### config.mk
export PLATFORM = sky130hd
export DESIGN_NAME = sync_length_checksum_deframer_unit
export DESIGN_NICKNAME = d
export VERILOG_FILES = /design/src/design/slcd_pkg.sv /design/src/design/sync_length_checksum_deframer_unit.sv /design/src/design/slcd_front.sv /design/src/design/slcd_queue.sv /design/src/design/slcd_back.sv
export SDC_FILE = /design/constraint.sdc
export NUM_CORES = 1
export LEC_CHECK = 0
export BUFFER_PORTS_ARGS = -buffer_cell sky130_fd_sc_hd__buf_2
export CAP_MARGIN = 20
export CORE_MARGIN = 5
export CORE_UTILIZATION = 35
export CTS_CLUSTER_DIAMETER = 80
export DETAILED_ROUTE_END_ITERATION = 10
export PLACE_DENSITY_LB_ADDON = 0.12
export SYNTH_ARGS = -nofsm -noshare
export SYNTH_HDL_FRONTEND = slang
export SYNTH_SLANG_ARGS = --single-unit
### constraint.sdc
create_clock -name clk -period 7.5 [get_ports clk]
set_clock_uncertainty 0.05 [all_clocks]
set_input_delay 0.75 -clock clk [delete_from_list [all_inputs] [get_ports clk]]
set_output_delay 0.75 -clock clk [all_outputs]
set_load 0.05 [all_outputs]
### src/design/slcd_pkg.sv
package slcd_pkg;

  localparam logic [7:0] SYNC_FIRST  = 8'hAB;
  localparam logic [7:0] SYNC_SECOND = 8'hCD;
  localparam logic [7:0] MIN_LENGTH  = 8'd4;
  localparam logic [7:0] CMD_LOW     = 8'd1;
  localparam logic [7:0] CMD_HIGH    = 8'd4;
  localparam logic [7:0] MAX_LENGTH_RESET = 8'd255;

  // Queue between the parser and the output stage
  localparam int QDEPTH  = 4;
  localparam int QADDR_W = $clog2(QDEPTH);
  localparam int QCNT_W  = $clog2(QDEPTH + 1);

  typedef enum logic [1:0] {
    KIND_PAYLOAD = 2'd0,
    KIND_END     = 2'd1,
    KIND_DROP    = 2'd2
  } kind_t;

  // One classified event from the parser
  typedef struct packed {
    kind_t      kind;
    logic [7:0] data;     // payload byte, or received checksum byte at frame end
    logic [7:0] command;
    logic [7:0] sum;      // running sum at frame end
  } entry_t;

  typedef struct packed {
    logic empty;
    logic full;
  } queue_status_t;

endpackage

### src/design/sync_length_checksum_deframer_unit.sv
// Frame parser for a received byte stream with a two-byte sync (AB CD),
// a command byte, a total-length byte, payload bytes and an 8-bit sum.
//
// Input channel: one rx_byte per beat on in_valid / in_stall.
// Output channel: at most one result beat per input beat on out_valid /
// out_stall: payload bytes (kind 0), frame end with checksum_ok and
// command_known (kind 1, last set), or a bad-length drop (kind 2, last set).
// Sync and command bytes, and a length byte in range, give no beat.
//
// Throughput is one byte per cycle while in_stall is low. A four-entry queue
// sits between the parser and the output register: a byte accepted by the
// parser is written into the queue, and its result beat is loaded from
// the queue head into the output register. in_stall rises when that queue is
// full, so a stalled receiver backs up into the queue before the input stalls.
//
// The user must write max_length (cfg_we / cfg_data) only while the block is idle;
// the block does not enforce this. Synchronous reset (rst) returns the parser to
// sync hunting, empties the queue, drops any pending result and sets max_length to 255.
module sync_length_checksum_deframer_unit (
  input  logic       clk,
  input  logic       rst,
  input  logic       cfg_we,
  input  logic [7:0] cfg_data,
  input  logic       in_valid,
  output logic       in_stall,
  input  logic [7:0] rx_byte,
  output logic       out_valid,
  input  logic       out_stall,
  output logic [1:0] kind,
  output logic [7:0] data_byte,
  output logic [7:0] command,
  output logic       checksum_ok,
  output logic       command_known,
  output logic       last
);
  import slcd_pkg::*;

  logic          push;
  logic          pop;
  entry_t        push_entry;
  entry_t        head;
  queue_status_t q_status;

  slcd_front u_front (
    .clk        (clk),
    .rst        (rst),
    .cfg_we     (cfg_we),
    .cfg_data   (cfg_data),
    .in_valid   (in_valid),
    .in_stall   (in_stall),
    .rx_byte    (rx_byte),
    .q_status   (q_status),
    .push       (push),
    .push_entry (push_entry)
  );

  slcd_queue u_queue (
    .clk        (clk),
    .rst        (rst),
    .push       (push),
    .push_entry (push_entry),
    .pop        (pop),
    .head       (head),
    .status     (q_status)
  );

  slcd_back u_back (
    .clk           (clk),
    .rst           (rst),
    .head          (head),
    .q_status      (q_status),
    .pop           (pop),
    .out_valid     (out_valid),
    .out_stall     (out_stall),
    .kind          (kind),
    .data_byte     (data_byte),
    .command       (command),
    .checksum_ok   (checksum_ok),
    .command_known (command_known),
    .last          (last)
  );

endmodule

### src/design/slcd_front.sv
module slcd_front (
  input  logic                   clk,
  input  logic                   rst,
  input  logic                   cfg_we,
  input  logic [7:0]             cfg_data,
  input  logic                   in_valid,
  output logic                   in_stall,
  input  logic [7:0]             rx_byte,
  input  slcd_pkg::queue_status_t q_status,
  output logic                   push,
  output slcd_pkg::entry_t       push_entry
);
  import slcd_pkg::*;

  typedef enum logic [2:0] {
    PH_HUNT1   = 3'd0,
    PH_HUNT2   = 3'd1,
    PH_CMD     = 3'd2,
    PH_LEN     = 3'd3,
    PH_PAYLOAD = 3'd4,
    PH_CHECK   = 3'd5
  } phase_t;

  phase_t     phase, phase_next;
  logic [7:0] max_length;
  logic [7:0] running_sum, running_sum_next;
  logic [7:0] byte_count, byte_count_next;
  logic [7:0] frame_command, frame_command_next;
  logic [7:0] frame_length, frame_length_next;
  logic       has_result;
  logic       accept;
  logic [7:0] sum_add;
  logic [7:0] count_inc;

  assign in_stall  = q_status.full;
  assign accept    = in_valid && !in_stall;
  assign push      = accept && has_result;
  assign sum_add   = running_sum + rx_byte;
  assign count_inc = byte_count + 8'd1;

  always_comb begin
    phase_next         = phase;
    running_sum_next   = running_sum;
    byte_count_next    = byte_count;
    frame_command_next = frame_command;
    frame_length_next  = frame_length;
    has_result         = 1'b0;
    push_entry.kind    = KIND_PAYLOAD;
    push_entry.data    = rx_byte;
    push_entry.command = frame_command;
    push_entry.sum     = running_sum;
    unique case (phase)
      PH_HUNT2: begin
        if (rx_byte == SYNC_SECOND) begin
          running_sum_next = sum_add;
          byte_count_next  = 8'd2;
          phase_next       = PH_CMD;
        end else if (rx_byte == SYNC_FIRST) begin
          // stay armed, restart the sum here
          running_sum_next = rx_byte;
          byte_count_next  = 8'd1;
        end else begin
          phase_next = PH_HUNT1;
        end
      end
      PH_CMD: begin
        frame_command_next = rx_byte;
        running_sum_next   = sum_add;
        byte_count_next    = 8'd3;
        phase_next         = PH_LEN;
      end
      PH_LEN: begin
        frame_length_next = rx_byte;
        running_sum_next  = sum_add;
        byte_count_next   = 8'd4;
        if (rx_byte < MIN_LENGTH || rx_byte > max_length) begin
          phase_next      = PH_HUNT1;
          has_result      = 1'b1;
          push_entry.kind = KIND_DROP;
        end else if (rx_byte == MIN_LENGTH) begin
          phase_next = PH_CHECK;
        end else begin
          phase_next = PH_PAYLOAD;
        end
      end
      PH_PAYLOAD: begin
        running_sum_next = sum_add;
        byte_count_next  = count_inc;
        if (count_inc >= frame_length) phase_next = PH_CHECK;
        has_result      = 1'b1;
        push_entry.kind = KIND_PAYLOAD;
      end
      PH_CHECK: begin
        phase_next      = PH_HUNT1;
        has_result      = 1'b1;
        push_entry.kind = KIND_END;
      end
      default: begin
        if (rx_byte == SYNC_FIRST) begin
          running_sum_next = rx_byte;
          byte_count_next  = 8'd1;
          phase_next       = PH_HUNT2;
        end else begin
          phase_next = PH_HUNT1;
        end
      end
    endcase
  end

  always_ff @(posedge clk) begin
    if (rst) begin
      phase         <= PH_HUNT1;
      max_length    <= MAX_LENGTH_RESET;
      running_sum   <= '0;
      byte_count    <= '0;
      frame_command <= '0;
      frame_length  <= '0;
    end else begin
      if (cfg_we) max_length <= cfg_data;
      if (accept) begin
        phase         <= phase_next;
        running_sum   <= running_sum_next;
        byte_count    <= byte_count_next;
        frame_command <= frame_command_next;
        frame_length  <= frame_length_next;
      end
    end
  end

endmodule

### src/design/slcd_queue.sv
module slcd_queue (
  input  logic                    clk,
  input  logic                    rst,
  input  logic                    push,
  input  slcd_pkg::entry_t        push_entry,
  input  logic                    pop,
  output slcd_pkg::entry_t        head,
  output slcd_pkg::queue_status_t status
);
  import slcd_pkg::*;

  entry_t             slots [QDEPTH];
  logic [QADDR_W-1:0] wr_ptr;
  logic [QADDR_W-1:0] rd_ptr;
  logic [QCNT_W-1:0]  count;
  logic               do_push;
  logic               do_pop;

  assign status.empty = (count == '0);
  assign status.full  = (count == QCNT_W'(QDEPTH));
  assign do_push      = push && !status.full;
  assign do_pop       = pop && !status.empty;
  assign head         = slots[rd_ptr];

  always_ff @(posedge clk) begin
    if (do_push) slots[wr_ptr] <= push_entry;
  end

  always_ff @(posedge clk) begin
    if (rst) begin
      wr_ptr <= '0;
      rd_ptr <= '0;
      count  <= '0;
    end else begin
      if (do_push) wr_ptr <= wr_ptr + QADDR_W'(1);
      if (do_pop)  rd_ptr <= rd_ptr + QADDR_W'(1);
      unique case ({do_push, do_pop})
        2'b10:   count <= count + QCNT_W'(1);
        2'b01:   count <= count - QCNT_W'(1);
        default: count <= count;
      endcase
    end
  end

endmodule

### src/design/slcd_back.sv
module slcd_back (
  input  logic                    clk,
  input  logic                    rst,
  input  slcd_pkg::entry_t        head,
  input  slcd_pkg::queue_status_t q_status,
  output logic                    pop,
  output logic                    out_valid,
  input  logic                    out_stall,
  output logic [1:0]              kind,
  output logic [7:0]              data_byte,
  output logic [7:0]              command,
  output logic                    checksum_ok,
  output logic                    command_known,
  output logic                    last
);
  import slcd_pkg::*;

  assign pop = !q_status.empty && (!out_valid || !out_stall);

  always_ff @(posedge clk) begin
    if (rst) begin
      out_valid <= 1'b0;
    end else if (pop) begin
      out_valid <= 1'b1;
    end else if (!out_stall) begin
      out_valid <= 1'b0;
    end
  end

  // hold the beat while stalled, load a new one on pop
  always_ff @(posedge clk) begin
    if (pop) begin
      kind          <= head.kind;
      data_byte     <= (head.kind == KIND_PAYLOAD) ? head.data : 8'd0;
      command       <= head.command;
      checksum_ok   <= (head.kind == KIND_END) && (head.data == head.sum);
      command_known <= (head.command >= CMD_LOW) && (head.command <= CMD_HIGH);
      last          <= (head.kind != KIND_PAYLOAD);
    end
  end

endmodule
After elaboration in Yosys (flattened, before gate mapping)
Memories as Yosys holds them, arrays and structs flattened. A register that Yosys moved wholly into a read port is not among the register bits.
Cells that the tools add are included.
{"block": "op_classes", "muxes": 24, "reduce_logical": 23, "n_addsub": 6, "n_bitwise": 1, "n_lt_le_gt_ge": 5, "eq_ne": 16}
{"cell": "8-bit case mux with 5 select lines", "n": 1}
{"cell": "8-bit 2-to-1 mux", "n": 4}
{"cell": "8-bit case mux with 3 select lines", "n": 1}
{"cell": "8-bit equality test, second input constant", "n": 2}
{"cell": "3-bit case mux with 5 select lines", "n": 1}
{"cell": "3-bit 2-to-1 mux", "n": 4}
{"cell": "3-bit equality test, second input constant", "n": 3}
{"cell": "8-bit by 1-bit adder with 8-bit output, second input constant", "n": 1}
{"cell": "8-bit adder", "n": 1}
{"cell": "8-bit by 3-bit equality test with 1-bit output, second input constant", "n": 1}
{"cell": "8-bit equality test", "n": 1}
{"cell": "8-bit by 1-bit greater-or-equal comparator with 1-bit output, second input constant", "n": 1}
{"cell": "8-bit greater-or-equal comparator", "n": 1}
{"cell": "8-bit > comparator", "n": 1}
{"cell": "8-bit by 3-bit <= comparator with 1-bit output, second input constant", "n": 1}
{"cell": "8-bit by 3-bit less-than comparator with 1-bit output, second input constant", "n": 1}
{"cell": "1-bit logical AND", "n": 7}
{"cell": "1-bit 2-to-1 mux", "n": 7}
{"cell": "3-bit by 2-bit equality test with 1-bit output, second input constant", "n": 2}
{"cell": "2-bit 2-to-1 mux", "n": 3}
{"cell": "3-bit case mux with 2 select lines", "n": 1}
{"cell": "2-bit AND reduction", "n": 3}
{"cell": "2-bit by 1-bit adder with 2-bit output, second input constant", "n": 2}
{"cell": "2-bit by 1-bit equality test with 1-bit output, second input constant", "n": 2}
{"cell": "17 further kinds", "n": 23}
{"block": "word_totals", "mem_count": 1, "reg_bits": 72, "word_cells": 92, "output_inout_bits": 23, "ram_bits": 104}
{"name": "u_queue.slots", "words": 4, "word_bits": 26, "read_ports": 1, "rd_ports_with_merged_regs": 1, "write_ports": 1, "line": "slcd_queue.sv:12", "source": "entry_t slots [QDEPTH];"}

Longest topological paths before layout
{"block": "depth", "ltp_word": 8, "ltp_mapped": 13, "ltp_nobuf": 13}

By module
Synthesis repeated with hierarchy kept, for this count alone.
{"block": "unflattened", "hier_cells": 560, "area_unflattened_um2": 7860.0}
{"module": "slcd_queue", "cells_per_inst": 190, "area_per_inst_um2": 4282.9, "n_inst": 1, "seq_area_each_um2": 3303.2}
{"module": "slcd_front", "cells_per_inst": 319, "area_per_inst_um2": 2736.4, "n_inst": 1, "seq_area_each_um2": 860.8}
{"module": "slcd_back", "cells_per_inst": 51, "area_per_inst_um2": 840.8, "n_inst": 1, "seq_area_each_um2": 650.6}

Least setup slack after synthesis
OpenSTA, ideal clock, no wires.
{"block": "synth_timing", "path_kind": "input -> register", "start": "in rx_byte[1]", "end": "reg u_queue.count[2]", "path_buffers": 0, "setup_ns": 0.071, "slack_ns": 4.239, "cell_stages": 12, "required_ns": 7.379, "arrival_time_ns": 3.141, "path_cell_list": "ha_1 nor2b_1 o211ai_1 a211oi_1 o31a_1 o21a_1 inv_1 ha_1 fa_1 xnor2_1 or3_1 a21oi_1"}
{"block": "synth_between", "elab_chain_cells": 8, "word_cells_on_any_way": 11, "cone_classes": "2 x order compare; 2 x eq/ne; 3 x mux; 4 x reduce/logical"}
{"element": "start: declaration", "line": "sync_length_checksum_deframer_unit.sv:26", "source": "input logic [7:0] rx_byte,"}
{"element": "8-bit by 3-bit less-than comparator with 1-bit output or 8-bit > comparator (tied branches)", "line": "slcd_front.sv:76", "source": "if (rx_byte < MIN_LENGTH || rx_byte > max_length) begin"}
{"element": "1-bit logical OR *", "line": "slcd_front.sv:76"}
{"element": "1-bit 2-to-1 mux *", "line": "slcd_front.sv:76"}
{"element": "1-bit case mux with 2 select lines *", "line": "slcd_front.sv:52", "source": "unique case (phase)"}
{"element": "1-bit logical AND *", "line": "slcd_front.sv:37", "source": "assign push = accept && has_result;"}
{"element": "1-bit logical AND *", "line": "slcd_queue.sv:21", "source": "assign do_push = push && !status.full;"}
{"element": "2-bit by 1-bit equality test with 1-bit output or 2-bit equality test (tied branches)", "line": "slcd_queue.sv:37", "source": "unique case ({do_push, do_pop})"}
{"element": "3-bit case mux with 2 select lines or 2-bit nonzero test (tied branches)"}
{"element": "end signal: assignment", "line": "slcd_queue.sv:38", "source": "2'b10: count <= count + QCNT_W'(1);"}
{"element": "end signal: assignment", "line": "slcd_queue.sv:39", "source": "2'b01: count <= count - QCNT_W'(1);"}
{"element": "end signal: assignment", "line": "slcd_queue.sv:40", "source": "default: count <= count;"}
{"element": "end: declaration", "line": "slcd_queue.sv:15", "source": "logic [QCNT_W-1:0] count;"}
Every way passes the cells marked *; elsewhere a longest branch is shown, timed or not.
A chain may end at the register's enable or synchronous reset.

Final worst setup path
Same ends and word-level chain as after synthesis.

==> metrics <==
outcome=finished clean; setup TNS=0 ns; initial cell density of the core=35.2%; Final ANT Viol Nets=0; clock root buffer=clkbuf_16; post-CTS setup buffers=0; Setup CP Type=in -> reg; Total GRT Usage=13.8%; CP Launch Type=primary input; R2R Path End=u_queue.count[2]; top_reg_cell synth=edfxtp_1; WL met2=7760 µm; Worst Setup EP=u_queue.count[2]; Mapped Area=0.00761 mm²; Max VDD drop=0.000157 V; Clock Sink Count=178; Yosys cell types=60; Final Non-Filler Cells=880; TritonCTS clock tree=built; DPL Wire Length=10700 µm; Inst Count DP=848; Worst EP required=7.79 ns; Gate Count Post-Synth=541; final worst path period need=3.45 ns; Sequential Power Share=44.0%; max frequency=0.290 GHz; simple-gate share of the synthesized area=9.79%; DR WL met3=624 µm; pin count of the biggest net entering global routing=45; Synth Area in XOR/XNOR=2.76%; post-synth top area share=49.3%; Final Max Tran Viols=0; vias in the first global route=4626; RSZ-0062 raised after global routing=false; CTS clk-pin slew, worst paths=0.07 ns; R2R Path Start=u_front.max_length[1]; Die Area=0.0248 mm²; initial antenna violation count=0; Yosys reg bits=178; max cap viols=0; io pins=44; vias=4447; Die Wd=158 µm; post-synthesis mux area share=9.48%; Pwr Density=308 mW/mm²; H-Tree Depth=4; Final nets=639; layout cells sized above 1=17.7%; grt total ovfl=0; Switching Share=31.0%; first drt pass iteration count=5; leakage power=3.08 nW; GP Congestion=0.799; Worst-Margin Slew=0.900 ns; hold crit path type=reg -> reg; top post-synthesis cells by area=edfxtp_1 49%, dfxtp_1 14%, mux4_2 6.5%; DRT met1 WL=7570 µm; Fillers=2052; row count=54; Top Metal Used=met4; Post-CTS Resized=0; Critical Path Source=rx_byte[1]; # DRC=0; Routed WL=16200 µm; R2R cell count=13; final core occ=40.2%; IO Port Bufs=43; register-to-register setup slack=4.25 ns; Avg Inst Size Synth=14.1 µm²; Vias/cell=5.05; main combinational cell family by area after synthesis=simple AND/OR/NAND/NOR gates; Synth warnings=0; fraction of the mapped netlist area in compound gates=6.74%; Clock power frac=31.7%; Internal=1.85 mW; Min-Delay Path Depth=2; endpoints failing hold=0; P&R area growth vs syn=14.0%; commonest non-fill, non-tap cell in the layout=edfxtp_1; Final Cycle Share=46.0%; most frequent cells in the layout=125 x edfxtp_1, 53 x dfxtp_1, 43 x buf_2; max_slew headroom=40.0%; Iter 0 DRT Violations=181; post-synthesis adder-cell area fraction=5.29%; worst-skew pair later-pin latency=0.42 ns; CP arrival=3.74 ns; Power, Total=2.68 mW; Vert. Die Dim=158 µm; Comb power frac=24.3%; Max FO, Critical Path=12; first-pass GRT wire length=25600 µm; largest area contributor in the netlist=edfxtp_1; hold_buf cts=0; asr flop ratio synth=0%; Core ar.=0.0216 mm²; Syn Nets=593; wire per inst=18.4 µm; Final setup viols=0; post-synthesis sequential area ratio=63.2%; Worst setup EP type=flop; Post-synth EDFFs=125; CTS Buf Count=17; ANT cells=0; largest buffer count on any clock path=2; net switching power=0.831 mW
[sequential cells by signal, indices dropped and copies added, names as in the netlist, 2 cells and up, named ones only]
signal                 flops
u_queue.slots            104
u_back.command             8
u_back.data_byte           8
u_front.byte_count         8
u_front.frame_command      8
u_front.frame_length       8
u_front.max_length         8
u_front.running_sum        8
u_front.phase              3
u_queue.count              3
u_back.kind                2
u_queue.rd_ptr             2
u_queue.wr_ptr             2
[power by group through the flow]
stage	logic, mW	clock network [mW]	registers (mW)
final	0.652	0.848	1.18
after global routing	0.704	0.912	1.19
after CTS	0.667	0.871	1.18
after detailed placement	0.666	0	1.20
after global placement	0.661	0	1.20
after floorplan	0.303	0	1.41
[how the worst min path moves through the flow]
| stage | from | endpoint |
|---|---|---|
| after floorplan | u_front.frame_length[1] | u_front.frame_length[1] |
| after global placement | u_front.frame_length[2] | u_front.frame_length[2] |
| after detailed placement | u_front.frame_length[2] | u_front.frame_length[2] |
| after CTS | u_front.frame_length[2] | u_front.frame_length[2] |
| after global routing | u_front.frame_length[1] | u_front.frame_length[1] |
| final | u_front.frame_length[2] | u_front.frame_length[2] |
[cell usage after synthesis (2+ instances only)]
| cell type | count |
|---|---|
| a21o_1 | 4 |
| a21oi_1 | 21 |
| a22oi_1 | 8 |
| a31oi_1 | 3 |
| a32oi_1 | 3 |
| and2_1 | 15 |
| buf_1 | 2 |
| buf_2 | 5 |
| clkbuf_1 | 10 |
| dfxtp_1 | 53 |
| edfxtp_1 | 125 |
| fa_1 | 2 |
| ha_1 | 29 |
| inv_1 | 26 |
| mux2i_1 | 11 |
| mux4_1 | 4 |
| mux4_2 | 22 |
| nand2_1 | 41 |
| nand2b_1 | 5 |
| nand3_1 | 9 |
| nand3b_1 | 2 |
| nand4_1 | 4 |
| nor2_1 | 42 |
| nor2b_1 | 4 |
| nor3_1 | 7 |
| nor3b_1 | 2 |
| nor4_2 | 2 |
| o211ai_1 | 11 |
| o21a_1 | 3 |
| o21ai_0 | 6 |
| o21ai_1 | 2 |
| o21bai_1 | 3 |
| o22ai_1 | 3 |
| o41ai_1 | 2 |
| or3_1 | 2 |
| or4_1 | 2 |
| xnor2_1 | 8 |
| xor2_1 | 16 |
[worst max-delay path, stage by stage]
cell and delay (ns):
buf_2 0.19, ha_1 0.32, nor2b_1 0.14, o211ai_1 0.09
a211oi_1 0.35, o31a_1 0.31, o21a_1 0.28, inv_1 0.07
ha_1 0.22, fa_1 0.38, xnor2_1 0.14, or3_1 0.31
a21oi_1 0.18
[cell type report]
cell class | count | area (µm²) | share of cell area, %
timing repair buffer | 47 | 245 | 2.82
sequential | 178 | 4810 | 55.4
tap | 280 | 350 | 4.03
multi-input combinational | 317 | 2600 | 30.0
clock inverter | 5 | 38.8 | 0.447
inverter | 26 | 97.6 | 1.12
clock buffer | 27 | 536 | 6.17
[through the flow]
stage | setup WS [ns] | instance area (µm²) | hold slack (ns)
6_report | 4.05 | 8680 | 0.407
5_1_grt | 3.86 | 8680 | 0.435
2_1_floorplan | 4.24 | 7610 | 0.386
4_1_cts | 4.02 | 8680 | 0.411
3_3_place_gp | 3.79 | 8110 | 0.398
3_5_place_dp | 3.57 | 8110 | 0.401
[routing by layer]
metal	track usage [%]	vias up
li1	-	2118
met1	18.3	2205
met2	23.0	105
met3	2.67	19
met4	4.34	0
met5	0	-
[logic make-up (layout without fill, tap and decap cells)]
logic type,Yosys count,after routing
compound gates,77,77
mux,38,38
flops,178,178
xor+xnor,24,24
simple gates,147,147
fa+ha+maj,31,31
buf+inv,46,105
No activity file was read; power rests on OpenSTA's default activity.
